===== src/assert_macros.svh =====
// Assertion macros shared by the RTL of the collision depth block.
// Each use expands to one labeled concurrent assertion clocked on clk, held off by rst.
`ifndef ASSERT_MACROS_SVH
`define ASSERT_MACROS_SVH

// Same-cycle implication
`define ASSERT_IMP(lbl, ante, cons) \
  lbl: assert property (@(posedge clk) disable iff (rst) (ante) |-> (cons)) \
    else $error("assertion failed: same-cycle implication");

// Next-cycle implication
`define ASSERT_NXT(lbl, ante, cons) \
  lbl: assert property (@(posedge clk) disable iff (rst) (ante) |=> (cons)) \
    else $error("assertion failed: next-cycle implication");

`endif


===== src/cbcd_pkg.sv =====
// Shared widths, command codes and pipeline types for the collision depth block.
// No dependencies; cbcd_front, cbcd_cell and the top module import this package.
package cbcd_pkg;

  localparam int COORD_BITS = 24;
  localparam int SIZE_BITS  = COORD_BITS - 1;
  localparam int WIDE_BITS  = COORD_BITS + 2;      // room for edge sums and differences
  localparam int MAG_BITS   = COORD_BITS + 1;      // distances, overlaps, depth
  localparam int LIM_BITS   = COORD_BITS;          // summed radii
  localparam int SQ_BITS    = 2 * MAG_BITS;        // sum of squares
  localparam int REM_BITS   = MAG_BITS + 2;        // square root remainder
  localparam int NCELLS     = MAG_BITS;            // one root bit per cell

  localparam int IN_BITS       = 4 * COORD_BITS + 4 * SIZE_BITS;
  localparam int IN_TDATA_BITS = ((IN_BITS + 7) / 8) * 8;
  localparam int OUT_TDATA_BITS = ((MAG_BITS + 7) / 8) * 8;

  // tdata field offsets, lowest first
  localparam int OFF_AX = 0;
  localparam int OFF_AY = OFF_AX + COORD_BITS;
  localparam int OFF_AW = OFF_AY + COORD_BITS;
  localparam int OFF_AH = OFF_AW + SIZE_BITS;
  localparam int OFF_BX = OFF_AH + SIZE_BITS;
  localparam int OFF_BY = OFF_BX + COORD_BITS;
  localparam int OFF_BW = OFF_BY + COORD_BITS;
  localparam int OFF_BH = OFF_BW + SIZE_BITS;

  typedef enum logic [1:0] {
    CMD_CIRCLE = 2'd0,
    CMD_BOX    = 2'd1,
    CMD_CBOX   = 2'd2,
    CMD_NONE   = 2'd3
  } cmd_t;

  // what rides along with the root
  typedef struct packed {
    logic                kill;   // no overlap, depth is zero
    logic                box;    // depth is the root itself
    logic [LIM_BITS-1:0] lim;    // depth is lim minus root
  } tag_t;

  // data handed from cell to cell
  typedef struct packed {
    logic [REM_BITS-1:0] rem;
    logic [MAG_BITS-1:0] root;
    logic [SQ_BITS-1:0]  rad;
    tag_t                tag;
  } cell_t;

endpackage


===== src/cbcd_cell.sv =====
// One square root cell: settles one root bit from the next two radicand bits.
// Depends on cbcd_pkg. Cells are chained, each a pipeline stage.
module cbcd_cell (
  input  logic            clk,
  input  logic            rst,
  input  logic            in_valid,
  output logic            up_ready,
  input  cbcd_pkg::cell_t din,
  input  logic            dn_ready,
  output logic            out_valid,
  output cbcd_pkg::cell_t dout
);
  import cbcd_pkg::*;

  logic [REM_BITS+1:0] window;
  logic [REM_BITS-1:0] trial;
  logic                take;
  logic [REM_BITS+1:0] diff;
  cell_t               nxt;

  assign up_ready = !out_valid || dn_ready;

  // shift in two bits, try root*4+1
  always_comb begin
    window = {din.rem, din.rad[SQ_BITS-1 -: 2]};
    trial  = {din.root, 2'b01};
    take   = window >= (REM_BITS+2)'(trial);
    diff   = window - (REM_BITS+2)'(trial);
    nxt     = din;
    nxt.rad = {din.rad[SQ_BITS-3:0], 2'b00};
    if (take) begin
      nxt.rem  = diff[REM_BITS-1:0];
      nxt.root = {din.root[MAG_BITS-2:0], 1'b1};
    end else begin
      nxt.rem  = window[REM_BITS-1:0];
      nxt.root = {din.root[MAG_BITS-2:0], 1'b0};
    end
  end

  always_ff @(posedge clk) begin
    if (rst) begin
      out_valid <= 1'b0;
    end else if (up_ready) begin
      out_valid <= in_valid;
    end
  end

  always_ff @(posedge clk) begin
    if (up_ready) begin
      dout <= nxt;
    end
  end

endmodule


===== config.mk =====
export PLATFORM = sky130hd
export DESIGN_NAME = cbcd_cell
export DESIGN_NICKNAME = d
export VERILOG_FILES = /design/src/assert_macros.svh /design/src/cbcd_pkg.sv /design/src/cbcd_cell.sv
export SDC_FILE = /design/constraint.sdc
export NUM_CORES = 1
export LEC_CHECK = 0
export ABC_AREA = 1
export BUFFER_PORTS_ARGS = -buffer_cell sky130_fd_sc_hd__buf_2
export CAP_MARGIN = 20
export CORE_MARGIN = 3
export CORE_UTILIZATION = 50
export CTS_BUF_LIST = sky130_fd_sc_hd__clkbuf_4
export CTS_CLUSTER_SIZE = 20
export DETAILED_ROUTE_END_ITERATION = 12
export HOLD_SLACK_MARGIN = 0.1
export PLACE_DENSITY = 0.82
export SLEW_MARGIN = 40
export SYNTH_ARGS = -nofsm -noshare
export SYNTH_HDL_FRONTEND = slang
export SYNTH_SLANG_ARGS = --single-unit

===== constraint.sdc =====
create_clock -name clk -period 8.1 [get_ports clk]
set_input_delay 1.215 -clock clk [delete_from_list [all_inputs] [get_ports clk]]
set_output_delay 1.215 -clock clk [all_outputs]
set_load 0.01 [all_outputs]

; ---- Yosys cells after proc, flatten, opt, wreduce, memory -nomap -nowiden
; Cells that the tools add are included.
; Widths: inputs -> output; s select.
[op_classes]
shift = 0
addsub = 1
n_div = 0
magnitude_cmp = 1
n_reduce_logical = 2
bitwise = 0
multipliers = 0
muxes = 1
eq_ne = 0
[ops]
columns = operator, n
row1 = $mux 52, 1
row2 = $ge 29x27->1, 1
row3 = $sub 27x27->27, 1
row4 = $logic_not 1->1, 1
row5 = $logic_or 1x1->1, 1
[totals]
mem_bits_rw = 0
mem_bits_ro = 0
latch_bits = 0
out_inout_bits = 130
regBits = 127
n_memories = 0

; ---- Depth between registers and ports, before layout
[logic_depth]
depth_word = 2
ltp_mapped = 16
depth_no_buf = 14

; ---- Worst setup path before layout
; No wires, ideal clock.
[synth_path]
path_type = input -> output
from = input dn_ready
to = output up_ready
required_time_ns = 6.885
path_stages = 2
arrival_ns = 3.979
n_path_buf = 0
setup_slack_ns = 2.906
cell_sequence = inv_1 > nand2_1
[synth_via]
elab_chain_cells = 1
[synth_rtl]
columns = element, line_no
row1 = "start, declared", cbcd_cell.sv:9  ; input logic dn_ready,
row2 = $logic_or 1x1->1, cbcd_cell.sv:21  ; assign up_ready = !out_valid || dn_ready;
row3 = "end, declared", cbcd_cell.sv:7  ; output logic up_ready,
; Every way passes these cells.

==> results.yml <==
floorplanning:
  dieWidth_um: 119
  initial_core_util_pct: 52.4
  fp.coreArea_sq_um: 12300
  ioPinCount: 262
  num_rows: 40
  die-area_sq_um: 14200
  die_y_um: 119
timing:
  min_period_ns: 3.00
  setup-tns-final_ns: 0
  rsz0062_at_grt: "false"
  period_share_pct: 37.1
  finalSetupViolations: 0
  finalHoldViolations: 0
  finClkSkew_ns: 0.0147
  worst_slack_ns: 5.10
  drv_slew: 0
  clock.fmax_ghz: 0.333
  max_slew_margin_pct: 48.3
  tightest_slew_ns: 0.776
  hold-worst-slack_ns: 0.826
layout:
  final_util_pct: 66.7
  post_route_cells_drive_above_1_share_pct: 32.9
  syn_to_final_growth_pct: 27.4
  nNetsFinal: 1107
synthesis:
  synth_area_per_cell_sq_um: 9.51
  synth_cell_type_count: 28
  yosysSeqAreaShare_pct: 59.2
  ys_warn_count: 0
  synth_cells: 675
  ys_ff_latch: 127
  synth_area_sq_um: 6420
grt:
  grt_overflow_total: 0
  grt_use_total_pct: 25.2
  antenna_found_initial: 0
  grt_pass1_wl_mm: 27.3
  grt_pass1_vias: 5289
  grt_max_degree: 66
detailed_routing:
  wl_per_cell_um: 16.0
  num_vias: 5443
  drc: 0
  dr.first_iter.drc_count: 436
  vias_per_cell: 4.82
  drtPass1Iterations: 5
  antenna_left: 0
  wl_mm: 18.1
critical_path:
  worstSetupEndpointType: "flip-flop"
  path_cells: "buf_2, inv_1, ha_1, nand2_1, nor2_1, nand2_1, nor2_1, nand3_1, nand2_1, nor2_2, buf_4, nand3_1, nand2_1"
  crit_required_ns: 8.50
  max_stage_delay_ns: 0.57
  cp.arrival_ns: 3.41
  path_max_fanout: 14
  crit_path_frequent_cell: "nand2_1"
  startpoint_type: "input port"
  cp_top_family: "simple AND/OR/NAND/NOR gates"
  crit_slowest_cell: "nor2_2"
  path_buf_inv: 3
  setup.worst_path.class: "input port to flip-flop"
placed_design:
  gp_routability_congestion: 0.928
  dp_slack_ns: 4.57
  portBuffers: 259
  place_hpwl_mm: 14.3
clock_tree:
  cts_root_buf: "clkbuf_4"
  ctsHoldBuffers: 0
  h-tree-depth: 4
  clk_latency_ns: 0.55
  cts_tree: "yes"
  cts_buffer_depth: 2
  cts_sinks: 127
  path_clk_slew_ns: 0.11
  numCtsBuffers: 17
  post_cts_buffers: 0
  cts_resized: 0
worst_hold_path:
  hp-class: "input port to flip-flop"
run_status:
  status: "finished clean"
power_and_ir_drop:
  ir_worst_vdd_mv: 0.129
  p_per_area_nw_per_um2: 194
  finalPower_w: 0.00158
  total_leakage_power_nw: 4.27
run:
  maxCapViolations: 0
==> layout make-up <==
type                            count  area (sq um)
Antenna cell                        1          2.50
Clock buffer                       18           135
Clock inverter                     14           159
Fill cell                        1034          4080
Inverter                          136           510
Multi-Input combinational cell    404          2040
Sequential cell                   127          3800
Tap cell                          168           210
Timing Repair Buffer              262          1320
==> through the flow <==
stage,instances,area (sq um)
floorplan,676,6420
global placement,1097,7880
detailed placement,1097,7880
CTS,1129,8180
global route,1129,8180
finish,1130,8180
==> state kept, by name (all words and copies together), names as in the netlist <==
signal and flops:
dout 126, out_valid 1
==> cell families after synthesis <==
| family | share of synthesized area (%) |
|---|---|
| xor gates and xnor gates | 1.77 |
| DFF | 59.2 |
| buffers and inverters | 9.20 |
| AOI/OAI and AO/OA | 1.68 |
| adders and majority gates | 5.26 |
| and+or+nand+nor | 22.8 |
| other | 0.0584 |
==> cell usage after synthesis <==
| cell | instances | share of area (%) |
|---|---|---|
| a211oi_1 | 1 | 0.12 |
| a21oi_1 | 14 | 1.1 |
| buf_2 | 1 | 0.078 |
| buf_4 | 4 | 0.47 |
| buf_6 | 4 | 0.70 |
| clkinv_1 | 2 | 0.12 |
| conb_1 | 1 | 0.058 |
| dfxtp_1 | 1 | 0.31 |
| edfxtp_1 | 126 | 59 |
| ha_1 | 27 | 5.3 |
| inv_1 | 130 | 7.6 |
| inv_2 | 4 | 0.23 |
| nand2_1 | 214 | 13 |
| nand2_2 | 5 | 0.49 |
| nand2_4 | 1 | 0.18 |
| nand3_1 | 61 | 4.8 |
| nand3_2 | 4 | 0.62 |
| nand3b_1 | 1 | 0.12 |
| nand4_1 | 10 | 0.97 |
| nor2_1 | 32 | 1.9 |
| nor2_2 | 8 | 0.78 |
| nor3_1 | 4 | 0.31 |
| nor4_1 | 2 | 0.19 |
| o21ai_0 | 2 | 0.16 |
| o21ai_1 | 1 | 0.078 |
| o21bai_1 | 2 | 0.23 |
| xnor2_1 | 3 | 0.41 |
| xor2_1 | 10 | 1.4 |
==> final timing paths <==
kind                                start         to  slack (ns)  cells past startpoint
worst max-delay path              din[87]  dout[101]        5.10                     13
worst min-delay path                  rst  out_valid        0.83                      2
worst max register to register  out_valid   dout[43]        5.81                      3
worst min register to register  out_valid   dout[10]        1.16                      2
==> worst register-to-register path: stages, from the launching register on <==
cell	delay, ns
dfxtp_1	0.37
nand2_4	0.12
buf_4	0.64
buf_4	0.74
==> routing by layer <==
metal	track usage (%)	wire length [um]	vias up
met5	0	0	-
met4	9.09	446	0
met3	6.27	1210	29
met2	46.3	9460	194
met1	28.0	6960	2496
li1	-	-	2724
==> report_power, final <==
group | leakage (nW) | total (W) | switching [W] | internal (W)
registers | 1.31 | 0.000811 | 0.0000160 | 0.000795
clock network | 0.154 | 0.000447 | 0.000255 | 0.000192
logic | 2.80 | 0.000326 | 0.000203 | 0.000123
total | 4.27 | 0.00158 | 0.000473 | 0.00111
==> placed cells by master (no fill, tap or decap), types with 2 or more instances in the layout <==
cell / instances
nand4_1: 10
buf_2: 259
inv_8: 2
nor2_2: 8
conb_1: 2
nand3_1: 61
clkbuf_4: 18
buf_4: 3
inv_2: 4
xnor2_1: 3
o21ai_0: 2
nor4_1: 2
inv_1: 130
nand2_1: 213
nor2_1: 32
a21oi_1: 14
nand2_2: 5
edfxtp_1: 126
ha_1: 27
nand3_2: 4
clkinv_4: 4
xor2_1: 10
inv_6: 2
nor3_1: 4
clkinv_1: 3
o21bai_1: 2
nand2_4: 2
bufinv_16: 2
clkinvlp_4: 2
Power figures use the tool's default switching activity.
